## src/hw/rtl/gptc_pkg.sv

```systemverilog
// shared types, constants and the arctangent table for the pitch tilt compensation
`default_nettype none
package gptc_pkg;

	localparam int XY_W = 33;
	localparam int Z_W  = 32;
	localparam int ATAN_ENTRIES = 24;

	// register indexes on the config port
	typedef enum logic [0:0] {
		REG_YAW_OFFSET = 1'b0,
		REG_DEAD_ZONE  = 1'b1
	} reg_index_t;

	// cordic start vector x, gain of the infinite product in q2.30
	localparam logic signed [XY_W-1:0] CORDIC_GAIN = 33'sd652032874;

	// angles in centidegrees times 65536
	localparam logic signed [Z_W-1:0] HALF_TURN    = 32'sd1179648000;
	localparam logic signed [Z_W-1:0] QUARTER_TURN = 32'sd589824000;

	typedef struct packed {
		logic signed [XY_W-1:0] x;
		logic signed [XY_W-1:0] y;
		logic signed [Z_W-1:0]  z;
		logic                   neg;
		logic signed [15:0]     pitch;
		logic signed [15:0]     roll;
	} cordic_t;

	// atan(2^-i) in centidegrees times 65536
	function automatic logic signed [Z_W-1:0] atan_q16(input int i);
		logic signed [Z_W-1:0] a;
		case (i)
			0:  a = 32'sd294912000;
			1:  a = 32'sd174096719;
			2:  a = 32'sd91987925;
			3:  a = 32'sd46694507;
			4:  a = 32'sd23437865;
			5:  a = 32'sd11730358;
			6:  a = 32'sd5866610;
			7:  a = 32'sd2933484;
			8:  a = 32'sd1466764;
			9:  a = 32'sd733385;
			10: a = 32'sd366693;
			11: a = 32'sd183346;
			12: a = 32'sd91673;
			13: a = 32'sd45837;
			14: a = 32'sd22918;
			15: a = 32'sd11459;
			16: a = 32'sd5730;
			17: a = 32'sd2865;
			18: a = 32'sd1432;
			19: a = 32'sd716;
			20: a = 32'sd358;
			21: a = 32'sd179;
			22: a = 32'sd90;
			23: a = 32'sd45;
			default: a = '0;
		endcase
		return a;
	endfunction

endpackage
`default_nettype wire

```

## src/hw/rtl/gptc_prep.sv

```systemverilog
// front end: dead zone, relative yaw angle, wrap to half a turn and quadrant fold
`default_nettype none
module gptc_prep #(
	parameter int ENCODER_BITS = 13
) (
	input  wire logic                     clk,
	input  wire logic                     arst_n,
	input  wire logic                     up_v,
	output logic                          up_rdy,
	input  wire logic signed [15:0]       chassis_pitch,
	input  wire logic signed [15:0]       chassis_roll,
	input  wire logic signed [15:0]       chassis_yaw,
	input  wire logic [ENCODER_BITS-1:0]  yaw_encoder,
	input  wire logic signed [15:0]       yaw_offset,
	input  wire logic [13:0]              dead_zone,
	output logic                          dn_v,
	input  wire logic                     dn_rdy,
	output logic signed [gptc_pkg::Z_W-1:0] dn_z,
	output logic                          dn_neg,
	output logic signed [15:0]            dn_pitch,
	output logic signed [15:0]            dn_roll
);

	localparam int SH = 16 - ENCODER_BITS;
	localparam int EP_W = ENCODER_BITS + 16;
	localparam logic signed [18:0] CD_TURN = 19'sd36000;
	localparam logic signed [16:0] CD_TURN17 = 17'sd36000;
	localparam logic signed [32:0] TURN33 = 33'sd2359296000;
	localparam logic signed [32:0] HALF33 = 33'sd1179648000;

	logic v_s1, v_s2, v_s3, v_s4;
	logic rdy1, rdy2, rdy3, rdy4;

	logic signed [15:0] pitch_s1, roll_s1, pitch_s2, roll_s2, pitch_s3, roll_s3;
	logic signed [16:0] ysum_s1;
	logic [ENCODER_BITS-1:0] enc_s1;
	logic [15:0] sr_s2;
	logic [31:0] a_s2;
	logic signed [31:0] zw_s3;
	logic signed [31:0] z_s4;
	logic neg_s4;
	logic signed [15:0] pitch_s4, roll_s4;

	logic signed [16:0] pe, re;
	logic [16:0] pmag, rmag;
	logic signed [18:0] ye, yred;
	logic [EP_W-1:0] ep;
	logic signed [32:0] z33, zwr;
	logic signed [31:0] zf;
	logic nf;

	assign rdy4 = !v_s4 || dn_rdy;
	assign rdy3 = !v_s3 || rdy4;
	assign rdy2 = !v_s2 || rdy3;
	assign rdy1 = !v_s1 || rdy2;
	assign up_rdy = rdy1;

	// stage 1: dead zone and chassis yaw plus offset
	always_comb begin
		pe = {chassis_pitch[15], chassis_pitch};
		re = {chassis_roll[15], chassis_roll};
		pmag = pe[16] ? 17'(-pe) : 17'(pe);
		rmag = re[16] ? 17'(-re) : 17'(re);
	end

	// stage 2: yaw sum into one turn, encoder to angle
	always_comb begin
		ye = {{2{ysum_s1[16]}}, ysum_s1};
		if (ysum_s1 >= CD_TURN17) begin
			yred = ye - CD_TURN;
		end else if (!ysum_s1[16]) begin
			yred = ye;
		end else if (ysum_s1 >= -CD_TURN17) begin
			yred = ye + CD_TURN;
		end else begin
			yred = ye + (CD_TURN <<< 1);
		end
		ep = EP_W'(enc_s1) * EP_W'(36000);
	end

	// stage 3: difference and wrap into [-half, half)
	always_comb begin
		z33 = $signed({1'b0, a_s2}) - $signed({1'b0, sr_s2, 16'b0});
		if (z33 >= HALF33) begin
			zwr = z33 - TURN33;
		end else if (z33 < -HALF33) begin
			zwr = z33 + TURN33;
		end else begin
			zwr = z33;
		end
	end

	// stage 4: fold into the right half plane, sign flipped afterwards
	always_comb begin
		if (zw_s3 > gptc_pkg::QUARTER_TURN) begin
			zf = zw_s3 - gptc_pkg::HALF_TURN;
			nf = 1'b1;
		end else if (zw_s3 < -gptc_pkg::QUARTER_TURN) begin
			zf = zw_s3 + gptc_pkg::HALF_TURN;
			nf = 1'b1;
		end else begin
			zf = zw_s3;
			nf = 1'b0;
		end
	end

	always_ff @(posedge clk or negedge arst_n) begin
		if (!arst_n) begin
			v_s1 <= 1'b0;
			v_s2 <= 1'b0;
			v_s3 <= 1'b0;
			v_s4 <= 1'b0;
		end else begin
			if (rdy1) v_s1 <= up_v;
			if (rdy2) v_s2 <= v_s1;
			if (rdy3) v_s3 <= v_s2;
			if (rdy4) v_s4 <= v_s3;
		end
	end

	always_ff @(posedge clk) begin
		if (rdy1 && up_v) begin
			pitch_s1 <= (pmag < {3'b0, dead_zone}) ? 16'sd0 : chassis_pitch;
			roll_s1  <= (rmag < {3'b0, dead_zone}) ? 16'sd0 : chassis_roll;
			ysum_s1  <= {chassis_yaw[15], chassis_yaw} + {yaw_offset[15], yaw_offset};
			enc_s1   <= yaw_encoder;
		end
		if (rdy2 && v_s1) begin
			sr_s2    <= yred[15:0];
			a_s2     <= 32'(ep) << SH;
			pitch_s2 <= pitch_s1;
			roll_s2  <= roll_s1;
		end
		if (rdy3 && v_s2) begin
			zw_s3    <= zwr[31:0];
			pitch_s3 <= pitch_s2;
			roll_s3  <= roll_s2;
		end
		if (rdy4 && v_s3) begin
			z_s4     <= zf;
			neg_s4   <= nf;
			pitch_s4 <= pitch_s3;
			roll_s4  <= roll_s3;
		end
	end

	assign dn_v     = v_s4;
	assign dn_z     = z_s4;
	assign dn_neg   = neg_s4;
	assign dn_pitch = pitch_s4;
	assign dn_roll  = roll_s4;

endmodule
`default_nettype wire

```

## config.mk

```make
export PLATFORM = sky130hd
export DESIGN_NAME = gptc_prep
export DESIGN_NICKNAME = d
export VERILOG_FILES = /design/src/hw/rtl/gptc_pkg.sv /design/src/hw/rtl/gptc_prep.sv
export SDC_FILE = /design/constraint.sdc
export NUM_CORES = 1
export LEC_CHECK = 0
export BUFFER_PORTS_ARGS = -buffer_cell sky130_fd_sc_hd__buf_2
export CAP_MARGIN = 20
export CORE_MARGIN = 2
export CORE_UTILIZATION = 61
export CTS_CLUSTER_DIAMETER = 120
export DETAILED_ROUTE_END_ITERATION = 6
export PLACE_DENSITY = 0.83
export SYNTH_ARGS = -nofsm -noshare
export SYNTH_HDL_FRONTEND = slang
export SYNTH_SLANG_ARGS = --single-unit
```

## constraint.sdc

```tcl
create_clock -name clk -period 7.72 [get_ports clk]
set_input_delay 1.158 -clock clk [delete_from_list [all_inputs] [get_ports clk]]
set_output_delay 1.158 -clock clk [all_outputs]
set_load 0.05 [all_outputs]
```

# Word-level counts from Yosys, hierarchy flattened

Cells that the tools add are included.

Output and inout port bits: 67
Logic and storage cells: 61
Register bits after elaboration: 267
Input bits: 95

$add $sub $neg: 11
Reductions and logical operators: 12
$lt $le $gt $ge: 8
Multiply operators: 1
Muxes and demuxes: 10

Operators by type and width:

| cell                                                                                  | count |
|---|---|
| 32-bit 2-to-1 mux                                                                     | 4 |
| 32-bit adder, second input constant                                                   | 2 |
| 32-bit subtractor, second input constant                                              | 2 |
| 16-bit 2-to-1 mux                                                                     | 3 |
| 17-bit greater-or-equal comparator, second input constant                             | 2 |
| 17-bit by 14-bit less-than comparator with 1-bit output                               | 2 |
| 17-bit 2-to-1 mux                                                                     | 2 |
| 16-bit negator with 17-bit output                                                     | 2 |
| 33-bit by 32-bit greater-or-equal comparator with 1-bit output, second input constant | 1 |
| 33-bit by 32-bit less-than comparator with 1-bit output, second input constant        | 1 |
| 32-bit by 32-bit subtractor with 33-bit output                                        | 1 |
| 32-bit by 31-bit greater-than comparator with 1-bit output, second input constant     | 1 |
| 32-bit by 31-bit less-than comparator with 1-bit output, second input constant        | 1 |
| 13-bit by 11-bit multiplier with 24-bit output, second input constant                 | 1 |
| 16-bit by 16-bit adder with 17-bit output                                             | 1 |
| 16-bit by 14-bit adder with 16-bit output, second input constant                      | 1 |
| 16-bit adder, second input constant                                                   | 1 |
| 16-bit subtractor, second input constant                                              | 1 |
| 1-bit logical AND                                                                     | 4 |
| 1-bit logical NOT                                                                     | 4 |
| 1-bit logical OR                                                                      | 4 |
| 1-bit 2-to-1 mux                                                                      | 1 |

# Longest topological paths before layout

Gate-level depths: netlist (run 1).

Depth in word-level cells: 6
Depth in mapped cells: 19
Gate-level depth less buffers: 19

# Worst setup path before layout (run 1)

No wires, ideal clock.

Path type: register to register
From: register enc_s1[5]
To: register a_s2[31] (data pin)
Library setup time: 0.268 ns
Setup slack: 3.017 ns
Arrival time: 4.435 ns
Path buffers: 0
Data required time: 7.452 ns
Period minus slack after synthesis: 4.703 ns
Stages on the path, launching flop included: 18
Path through: edfxtp_1 ha_1 ha_1 inv_1 fa_1 inv_1 fa_1 inv_1 fa_1 inv_1 ha_1 a31oi_1 o21ai_1 a41o_1 o41a_1 and4_1 o31ai_1 a21oi_1

Word-level cells in the longest chain between the ends: 1

Ends and longest elaborated chain:

| element                                        | line             | source |
|---|---|---|
| from (decl)                                    | gptc_prep.sv:36  | `logic [ENCODER_BITS-1:0] enc_s1;` |
| from (signal assigned)                         | gptc_prep.sv:126 | `enc_s1 <= yaw_encoder;` |
| 13-bit by 11-bit multiplier with 24-bit output | gptc_prep.sv:78  | `ep = EP_W'(enc_s1) * EP_W'(36000);` |
| named net ep[28]                               | gptc_prep.sv:47  | `logic [EP_W-1:0] ep;` |
| to (signal assigned)                           | gptc_prep.sv:130 | `a_s2 <= 32'(ep) << SH;` |
| to (decl)                                      | gptc_prep.sv:38  | `logic [31:0] a_s2;` |

The timed path passes the listed nets, and every way through them passes these cells.
A chain may end at the register's enable or synchronous reset.

# Final worst setup path (run 1)

From: register enc_s1[2]
To: register a_s2[31] (data pin)

Same word-level chain as after synthesis.

==> results of run 1 <==
flip-flops by register name, indices dropped and copies added (netlist names):
signal	cells
a_s2	24
dn_neg	1
dn_pitch	16
dn_roll	16
dn_v	1
dn_z	24
enc_s1	13
pitch_s1	16
pitch_s2	16
pitch_s3	16
roll_s1	16
roll_s2	16
roll_s3	16
sr_s2	16
v_s1	1
v_s2	1
v_s3	1
ysum_s1	17
zw_s3	24
logic make-up after synthesis:
family,share of synthesized area (%)
other,0.0258
AND/OR/NAND/NOR,9.47
adder cells (fa/ha/maj),17.0
flip-flops,51.7
buffers and inverters,4.53
AO/OA/AOI/OAI,11.8
XOR/XNOR,5.53
report_power, final:
part           leakage [nW]  internal, mW  switching, mW
combinational          4.12          1.09           1.70
clock                 0.452         0.844          0.497
sequential             2.45          1.97          0.167
critical path, delay by kind of cell, from the launching register on:
| kind | cells | cell delay [ns] |
|---|---|---|
| fa+ha+maj | 6 | 2.23 |
| simple gates | 2 | 0.38 |
| compound gates | 8 | 1.75 |
| flops | 1 | 0.49 |
layout by cell type (no fill, tap or decap), drive strengths merged, types with 21 or more instances in the layout:
master | netlist | routed
edfxtp | 247 | 247
nor3 | 21 | 21
clkbuf | 24 | 32
fa | 26 | 26
inv | 126 | 128
ha | 156 | 156
a21o | 22 | 22
nor2 | 50 | 50
nor2b | 39 | 39
nand2 | 61 | 61
xor2 | 22 | 22
a21oi | 53 | 53
o21ai | 52 | 52
xnor2 | 69 | 69
buf | 13 | 157
layer usage:
layer	routed length (um)	global-route usage [%]	part of all wire [%]
met4	558	6.39	2.0
met3	1740	5.23	6.2
met2	14200	41.1	51
met5	13	0	0.046
met1	11600	27.9	41
final cells by class:
cell class	instances	area [sq um]	area share (%)
well taps	319	399	2.42
clock inverters	12	224	1.36
repair buffers	157	796	4.81
inverters	126	473	2.86
diodes	1	2.50	0.0151
flip-flops and latches	251	7520	45.5
clock buffers	32	702	4.25
multi-input cells	796	6410	38.8
stage by stage:
step	hold slack (ns)	instances	cell area (sq um)
global placement	0.401	1649	15600
detailed placement	0.405	1649	15600
floorplan	0.400	1210	14600
global route	0.416	1693	16500
finish	0.413	1694	16500
CTS	0.416	1693	16500
path summary, 6_finish.rpt:
| kind | startpoint | slack (ns) | to | cells after the start |
|---|---|---|---|---|
| worst max-delay path | enc_s1[2] | 2.61 | a_s2[31] | 16 |
| worst min-delay path | pitch_s3[12] | 0.41 | dn_pitch[12] | 0 |
| worst max register to register | enc_s1[2] | 2.61 | a_s2[31] | 16 |
| worst min register to register | pitch_s3[12] | 0.41 | dn_pitch[12] | 0 |
| max in group asynchronous | arst_n | 7.16 | v_s3 | 1 |
| min in group asynchronous | arst_n | 0.43 | v_s2 | 1 |
==> flow_summary.toml, run 1 <==
[outcome]
outcome = "finished clean"

[yosys]
async_flop_share_pct = 1.59
synth_flop_cell = "edfxtp_1"
syn_area_per_cell_sq_um = 12.1
yosysMostFrequentCell = "edfxtp_1"
synthCells = 1203
synth-seq-cells = 251
ys_types = 75
synth_seq_area_share_pct = 51.7
synth_edf_count = 247
netlist_area_sq_mm = 0.0146
yosys_warnings = 0
yosys.area.top_type = "edfxtp_1"
synth_area_leaders = "edfxtp_1, ha_1, xnor2_1"
synth_common_cells = "edfxtp_1, ha_1, inv_1"
yosysTopAreaCellShare_pct = 51.0

[critical_path]
worstPathArrival_ns = 5.37
cp_slowest_stage_delay_ns = 0.51
cp_slowest_cell = "fa_1"
crit_top_cell = "ha_1"
critPathMaxFanout = 5
critPathCaptureType = "flip-flop"
crit_chain = "ha_1, ha_1, ha_1, fa_1, fa_1, ha_1, o21a_1, o21ai_0, nand2b_1, a31oi_1, o21ai_1, a41o_1, o41a_1, and4_1, o31ai_1, a21oi_1"
path_class = "reg2reg"
cp-start-kind = "flip-flop"
worstPathRequired_ns = 7.98

[floorplan]
core_area_sq_mm = 0.0235
rows = 56
initial_core_util_pct = 62.0
fp.dieW_um = 158
dieArea_sq_mm = 0.0251
fp.dieH_um = 158
ios = 162

[drt]
final_antenna_net_count = 0
routed_via_density = 5.63
routed-via-count = 9535
drtPass1Iterations = 7
finalWirelength_mm = 28.1
drtIter0Drc = 562
drc = 0
wl_per_cell_um = 16.6

[cells_and_area]
drive_gt1_share_pct = 16.7
utilization_pct = 70.4
area_growth_pct = 13.6
fillCellCount = 1603
fin_nets = 1634

[placement]
port_buffers = 153
pre_cts_ws_ns = 2.70
gp_congestion = 0.886
hpwlAfterDp_mm = 20.4

[pwr]
irDropWorstVdd_mv = 0.259
total_power_mw = 6.26
power_density_mw_per_mm2 = 379
p_leak_nw = 7.02

[cts]
cts-resized-gates = 0
cts_sinks = 251
cts-root-buf = "clkbuf_16"
cts_inserted_buffers = 25
cts_tree = "yes"
clk_latency_ns = 0.52
htree_levels = 1
hold_buffers = 0
post_cts_buffers = 0
clockBufferDepth = 3
path_clk_slew_ns = 0.07

[grt]
grt_first_pass_wirelength_mm = 45.7
grt_usage_pct = 22.9
grt_max_degree = 73
overflow = 0
grt_pass1_vias = 9595
antenna_found_initial = 2

[sta]
worst_slack_ns = 2.61
fin_crit_ns = 5.11
tns_ns = 0
setup_viol = 0
finClkSkew_ns = 0.0184
clock.fmax_mhz = 196
slew_viol_final = 0
fin_crit_sh_pct = 66.2
rsz0062_at_grt = "no"
tightestPinTransition_ns = 0.995
max_slew_margin_pct = 33.5
hold_violations = 0

[flow_run]
maxCapViolations = 0

[worst_hold_path]
hp-class = "reg2reg"
No activity file was read; power rests on OpenSTA's default activity.
==> run 2: changes to the inputs <==
CORE_UTILIZATION = 60   (was 61)
PLACE_DENSITY = 0.81   (was 0.83)
clock period = 4.9 ns   (was 7.72 ns; I/O delays follow)
==> flow_summary.toml, run 2 (synthesis results as in run 1) <==
[drt]
drtIter0Drc = 667
wl_per_cell_um = 16.5
final_antenna_net_count = 0
drc = 0
routed_via_density = 5.55
finalWirelength_mm = 28.3
routed-via-count = 9531
drtPass1Iterations = 5

[critical_path]
cp_slowest_cell = "fa_1"
critPathMaxFanout = 4
rr_worst_depth = 15
cp-start-kind = "flip-flop"
r2r_end = "a_s2[29]"
cp_slowest_stage_delay_ns = 0.51
reg2reg_setup_slack_ns = 0.14
worstPathArrival_ns = 5.02
critPathCaptureType = "flip-flop"
critPathBufInv = 0
worstPathRequired_ns = 5.17
path_class = "reg2reg"
crit_chain = "ha_1, ha_1, ha_1, fa_1, fa_1, ha_1, o21a_1, o21ai_0, nand2b_1, a31oi_4, o21ai_2, a41o_1, o41a_1, and4_4, o41a_1"
timing.rr.start = "enc_s1[2]"
cp_top_family = "adder cells"
crit_top_cell = "ha_1"

[sta]
fin_crit_ns = 4.76
tns_ns = 0
max_slew_margin_pct = 37.4
slew_viol_final = 0
clock.fmax_mhz = 210
fin_crit_sh_pct = 97.1
hold_violations = 0
setup_viol = 0
worst_slack_ns = 0.143
finClkSkew_ns = 0.0109
tightestPinTransition_ns = 0.938

[pwr]
total_power_mw = 9.74
p_clk_share_pct = 19.3
p_sw_mw = 3.75
p_leak_nw = 7.07
swShare_pct = 38.5
p_int_mw = 5.99
irDropWorstVdd_mv = 0.384
seqPwrFrac_pct = 34.5
power_density_mw_per_mm2 = 585
comb_power_share_pct = 46.2

[outcome]
outcome = "finished clean"

[grt]
busiest_layer = "met2"
use_met1_pct = 26.6
antenna_found_initial = 2
grt_max_degree = 73
grt_first_pass_wirelength_mm = 45.5
grt_pass1_vias = 9529
overflow = 0
grt_use_met2_pct = 39.5
grt_use_met3_pct = 5.32
grt_usage_pct = 22.0

[cts]
cts_inserted_buffers = 25
htree_levels = 1
cts_tree = "yes"
cts-root-buf = "clkbuf_16"
clockBufferDepth = 3
cts_sinks = 251
path_clk_slew_ns = 0.07
clk_latency_ns = 0.53

[worst_hold_path]
hold_depth = 1
min_from = "yaw_encoder[6]"
min_to = "enc_s1[6]"
hp-class = "in2reg"

[cells_and_area]
multi_input_area_sq_mm = 0.00648
fillCellCount = 1602
final_cell_mix = "edfxtp_1, ha_1, buf_2"
utilization_pct = 70.5
final_common_cell = "edfxtp_1"
fin_nets = 1655
drive_gt1_share_pct = 18.4
area_growth_pct = 14.4
ff_latch_area_sq_mm = 0.00752

[placement]
pre_cts_ws_ns = -0.124
port_buffers = 153
gp_congestion = 0.882
hpwlAfterDp_mm = 20.8

[floorplan]
fp.dieH_um = 160
core_area_sq_mm = 0.0236
initial_core_util_pct = 61.6
rows = 56
ios = 162
fp.dieW_um = 160
dieArea_sq_mm = 0.0255

[flow_run]
maxCapViolations = 0
==> run 2: cell count changes in the layout (fill, tap and decap cells not counted), sizes merged <==
cell | before | now
clkinvlp | 1 | 3
dlygate4sd3 | 0 | 1
bufinv | 6 | 3
diode | 1 | 2
clkinv | 3 | 9
clkbuf | 32 | 27
buf | 157 | 177
==> run 2: area by class of cell <==
type,instances,area share (%)
Sequential cell,251,45.2
Timing Repair Buffer,178,5.82
Tap cell,319,2.40
Inverter,126,2.84
Clock buffer,27,3.80
Antenna cell,2,0.0301
Clock inverter,17,1.04
Multi-Input combinational cell,796,38.9
==> run 2: through the flow <==
step | area (sq um) | hold slack (ns) | std cells
3_3_place_gp | 15700 | 0.400 | 1656
3_5_place_dp | 15700 | 0.405 | 1656
6_report | 16600 | 0.377 | 1716
2_1_floorplan | 14600 | 0.400 | 1210
5_1_grt | 16600 | 0.356 | 1714
4_1_cts | 16500 | 0.358 | 1703
==> run 2: worst register-to-register path, cell delays in order, from the launching register on <==
cell	delay, ns
edfxtp_1	0.46
ha_1	0.24
ha_1	0.27
ha_1	0.32
fa_1	0.51
fa_1	0.49
ha_1	0.36
o21a_1	0.12
o21ai_0	0.19
nand2b_1	0.16
a31oi_4	0.18
o21ai_2	0.08
a41o_1	0.21
o41a_1	0.33
and4_4	0.22
o41a_1	0.37
==> run 2: timing repair <==
item                                   CTS  global route
buffers inserted                         2            11
endpoints found under the hold margin    4             0
pin swaps                                4            12
gates resized for setup                  2            11
cloned                                   0             0
setup endpoints to repair                4             4
hold buffers                             1             0
==> run 2: worst max-delay path by stage <==
| stage | start | endpoint | depth (start not counted) |
|---|---|---|---|
| 2_1_floorplan | enc_s1[5] | a_s2[31] | 17 |
| 3_3_place_gp | enc_s1[5] | a_s2[31] | 17 |
| 3_5_place_dp | enc_s1[5] | a_s2[31] | 17 |
| 4_1_cts | enc_s1[5] | a_s2[28] | 18 |
| 5_1_grt | enc_s1[2] | a_s2[29] | 15 |
| 6_report | enc_s1[2] | a_s2[29] | 15 |
==> run 2: power by group through the flow <==
| stage | sequential (mW) | combinational (mW) | clock [mW] |
|---|---|---|---|
| 6_report | 3.36 | 4.50 | 1.88 |
| 4_1_cts | 3.36 | 4.37 | 1.92 |
| 3_5_place_dp | 3.40 | 4.32 | 0 |
| 2_1_floorplan | 3.66 | 3.21 | 0 |
| 3_3_place_gp | 3.38 | 4.22 | 0 |
| 5_1_grt | 3.41 | 5.02 | 2.00 |
==> run 2: per-layer routing <==
metal | vias to the layer above | share of wire (%)
li1 | 4717 | -
met1 | 4529 | 41
met2 | 247 | 51
met3 | 38 | 6.5
met4 | 0 | 1.6
met5 | - | 0
==> run 3: changes to the inputs <==
CORE_UTILIZATION = 40   (was 60)
PLACE_DENSITY = not set   (was 0.81)
==> flow_summary.toml, run 3 (synthesis results as in run 1) <==
[placement]
port_buffers = 153
hpwlAfterDp_mm = 21.1
placed_cells = 1799
gp_congestion = 0.881

[grt]
grt_usage_pct = 14.3
antenna_found_initial = 1
overflow = 0
grt_max_degree = 73
grt_first_pass_wirelength_mm = 44.4
grt_pass1_vias = 9315

[critical_path]
worstPathRequired_ns = 5.18
path_class = "reg2reg"
worstPathArrival_ns = 5.01
critPathMaxFanout = 4
rr_worst_depth = 15
cp-start-kind = "flip-flop"
critPathCaptureType = "flip-flop"

[cells_and_area]
drive_gt1_share_pct = 18.4
final_common_cell = "edfxtp_1"
final_cell_mix = "edfxtp_1, ha_1, buf_2"
utilization_pct = 47.4
area_growth_pct = 16.5
finalNonFillerCells = 1861
fin_nets = 1656

[pwr]
seqPwrFrac_pct = 33.7
irDropWorstVdd_mv = 0.343
p_clk_share_pct = 21.9
power_density_mw_per_mm2 = 586
swShare_pct = 37.6
p_int_mw = 6.20
comb_power_share_pct = 44.4
p_leak_nw = 7.13
p_sw_mw = 3.73

[floorplan]
initial_core_util_pct = 40.7
ios = 162
rows = 69
core_area_sq_mm = 0.0357
dieArea_sq_mm = 0.0379
fp.dieW_um = 195
fp.dieH_um = 195

[sta]
clock.fmax_mhz = 212
max_slew_margin_pct = 30.8
hold_violations = 0
finClkSkew_ns = 0.0124
slew_viol_final = 0
fin_crit_ns = 4.72
tightestPinTransition_ns = 1.04
fin_crit_sh_pct = 96.4
setup_viol = 0

[drt]
drtPass1Iterations = 7
final_antenna_net_count = 0
finalWirelength_mm = 27.6
routed-via-count = 9404
drc = 1
wl_per_cell_um = 14.8
routed_via_density = 5.05
drtIter0Drc = 444

[cts]
path_clk_slew_ns = 0.07
htree_levels = 1
cts_sinks = 251
cts_inserted_buffers = 28
cts-root-buf = "clkbuf_16"
clk_latency_ns = 0.54
cts_tree = "yes"
clockBufferDepth = 3

[outcome]
violations = "DRC"
outcome = "finished with violations"

[flow_run]
maxCapViolations = 0

[worst_hold_path]
hold_depth = 1
hp-class = "in2reg"
run 3: area by class of cell:
class,instances,area [sq um]
Fill cell,3319,18800
Sequential cell,251,7520
Multi-Input combinational cell,796,6480
Timing Repair Buffer,176,941
Clock buffer,34,744
Tap cell,461,577
Inverter,126,473
Clock inverter,16,221
Antenna cell,1,2.50
run 3: timing repair:
item                       CTS  global route
pin swaps                    0            12
setup buffers                3             7
hold buffers                 1             0
setup endpoints to repair    2             4
gates resized for setup      1            12
hold endpoints to repair     4             0
run 3: path summary, 6_finish.rpt:
kind / endpoint / start / slack [ns]
max in group asynchronous: v_s2 / arst_n / 4.26
min in group asynchronous: dn_v / arst_n / 0.53
setup / recovery: a_s2[29] / enc_s1[2] / 0.18
hold reg to reg: roll_s3[0] / roll_s2[0] / 0.41
setup reg to reg: a_s2[29] / enc_s1[2] / 0.18
hold / removal: enc_s1[10] / yaw_encoder[10] / 0.38
run 3: power groups by stage:
stage	registers [mW]	logic [mW]	clock network (mW)
2_1_floorplan	3.66	3.21	0
3_3_place_gp	3.39	4.28	0
3_5_place_dp	3.40	4.35	0
4_1_cts	3.35	4.38	2.25
5_1_grt	3.40	4.93	2.33
6_report	3.35	4.41	2.17
run 3: per-stage QoR:
stage	setup slack (ns)	TNS [ns]	hold WS (ns)	power [mW]	instance area, sq um
after global routing	-0.000335	-0.000335	0.354	10.7	17000
after detailed placement	-0.0693	-0.0815	0.405	7.74	15800
after floorplan	0.197	0	0.400	6.87	14600
after global placement	0.0640	0	0.403	7.67	15800
after CTS	0.000235	0	0.346	9.98	16800
final	0.177	0	0.377	9.93	17000
run 3: worst max-delay path, cell delays in order, from the launching register on:
cell and delay, ns:
edfxtp_1 0.44, ha_1 0.23, ha_1 0.27, ha_1 0.33, fa_1 0.51, fa_1 0.50, ha_1 0.36, o21a_1 0.12
o21ai_0 0.14, nand2b_1 0.12, a31oi_1 0.19, o21ai_1 0.10, a41o_1 0.22, o41a_1 0.34, and4_4 0.22, o41a_1 0.37
run 3: layer usage:
| metal | wire [um] | global-route usage, % | vias to the layer above |
|---|---|---|---|
| met5 | 0 | 0 | - |
| met4 | 703 | 4.35 | 0 |
| met3 | 1410 | 2.95 | 46 |
| met2 | 14200 | 26.8 | 197 |
| met1 | 11300 | 16.2 | 4434 |
| li1 | - | - | 4727 |
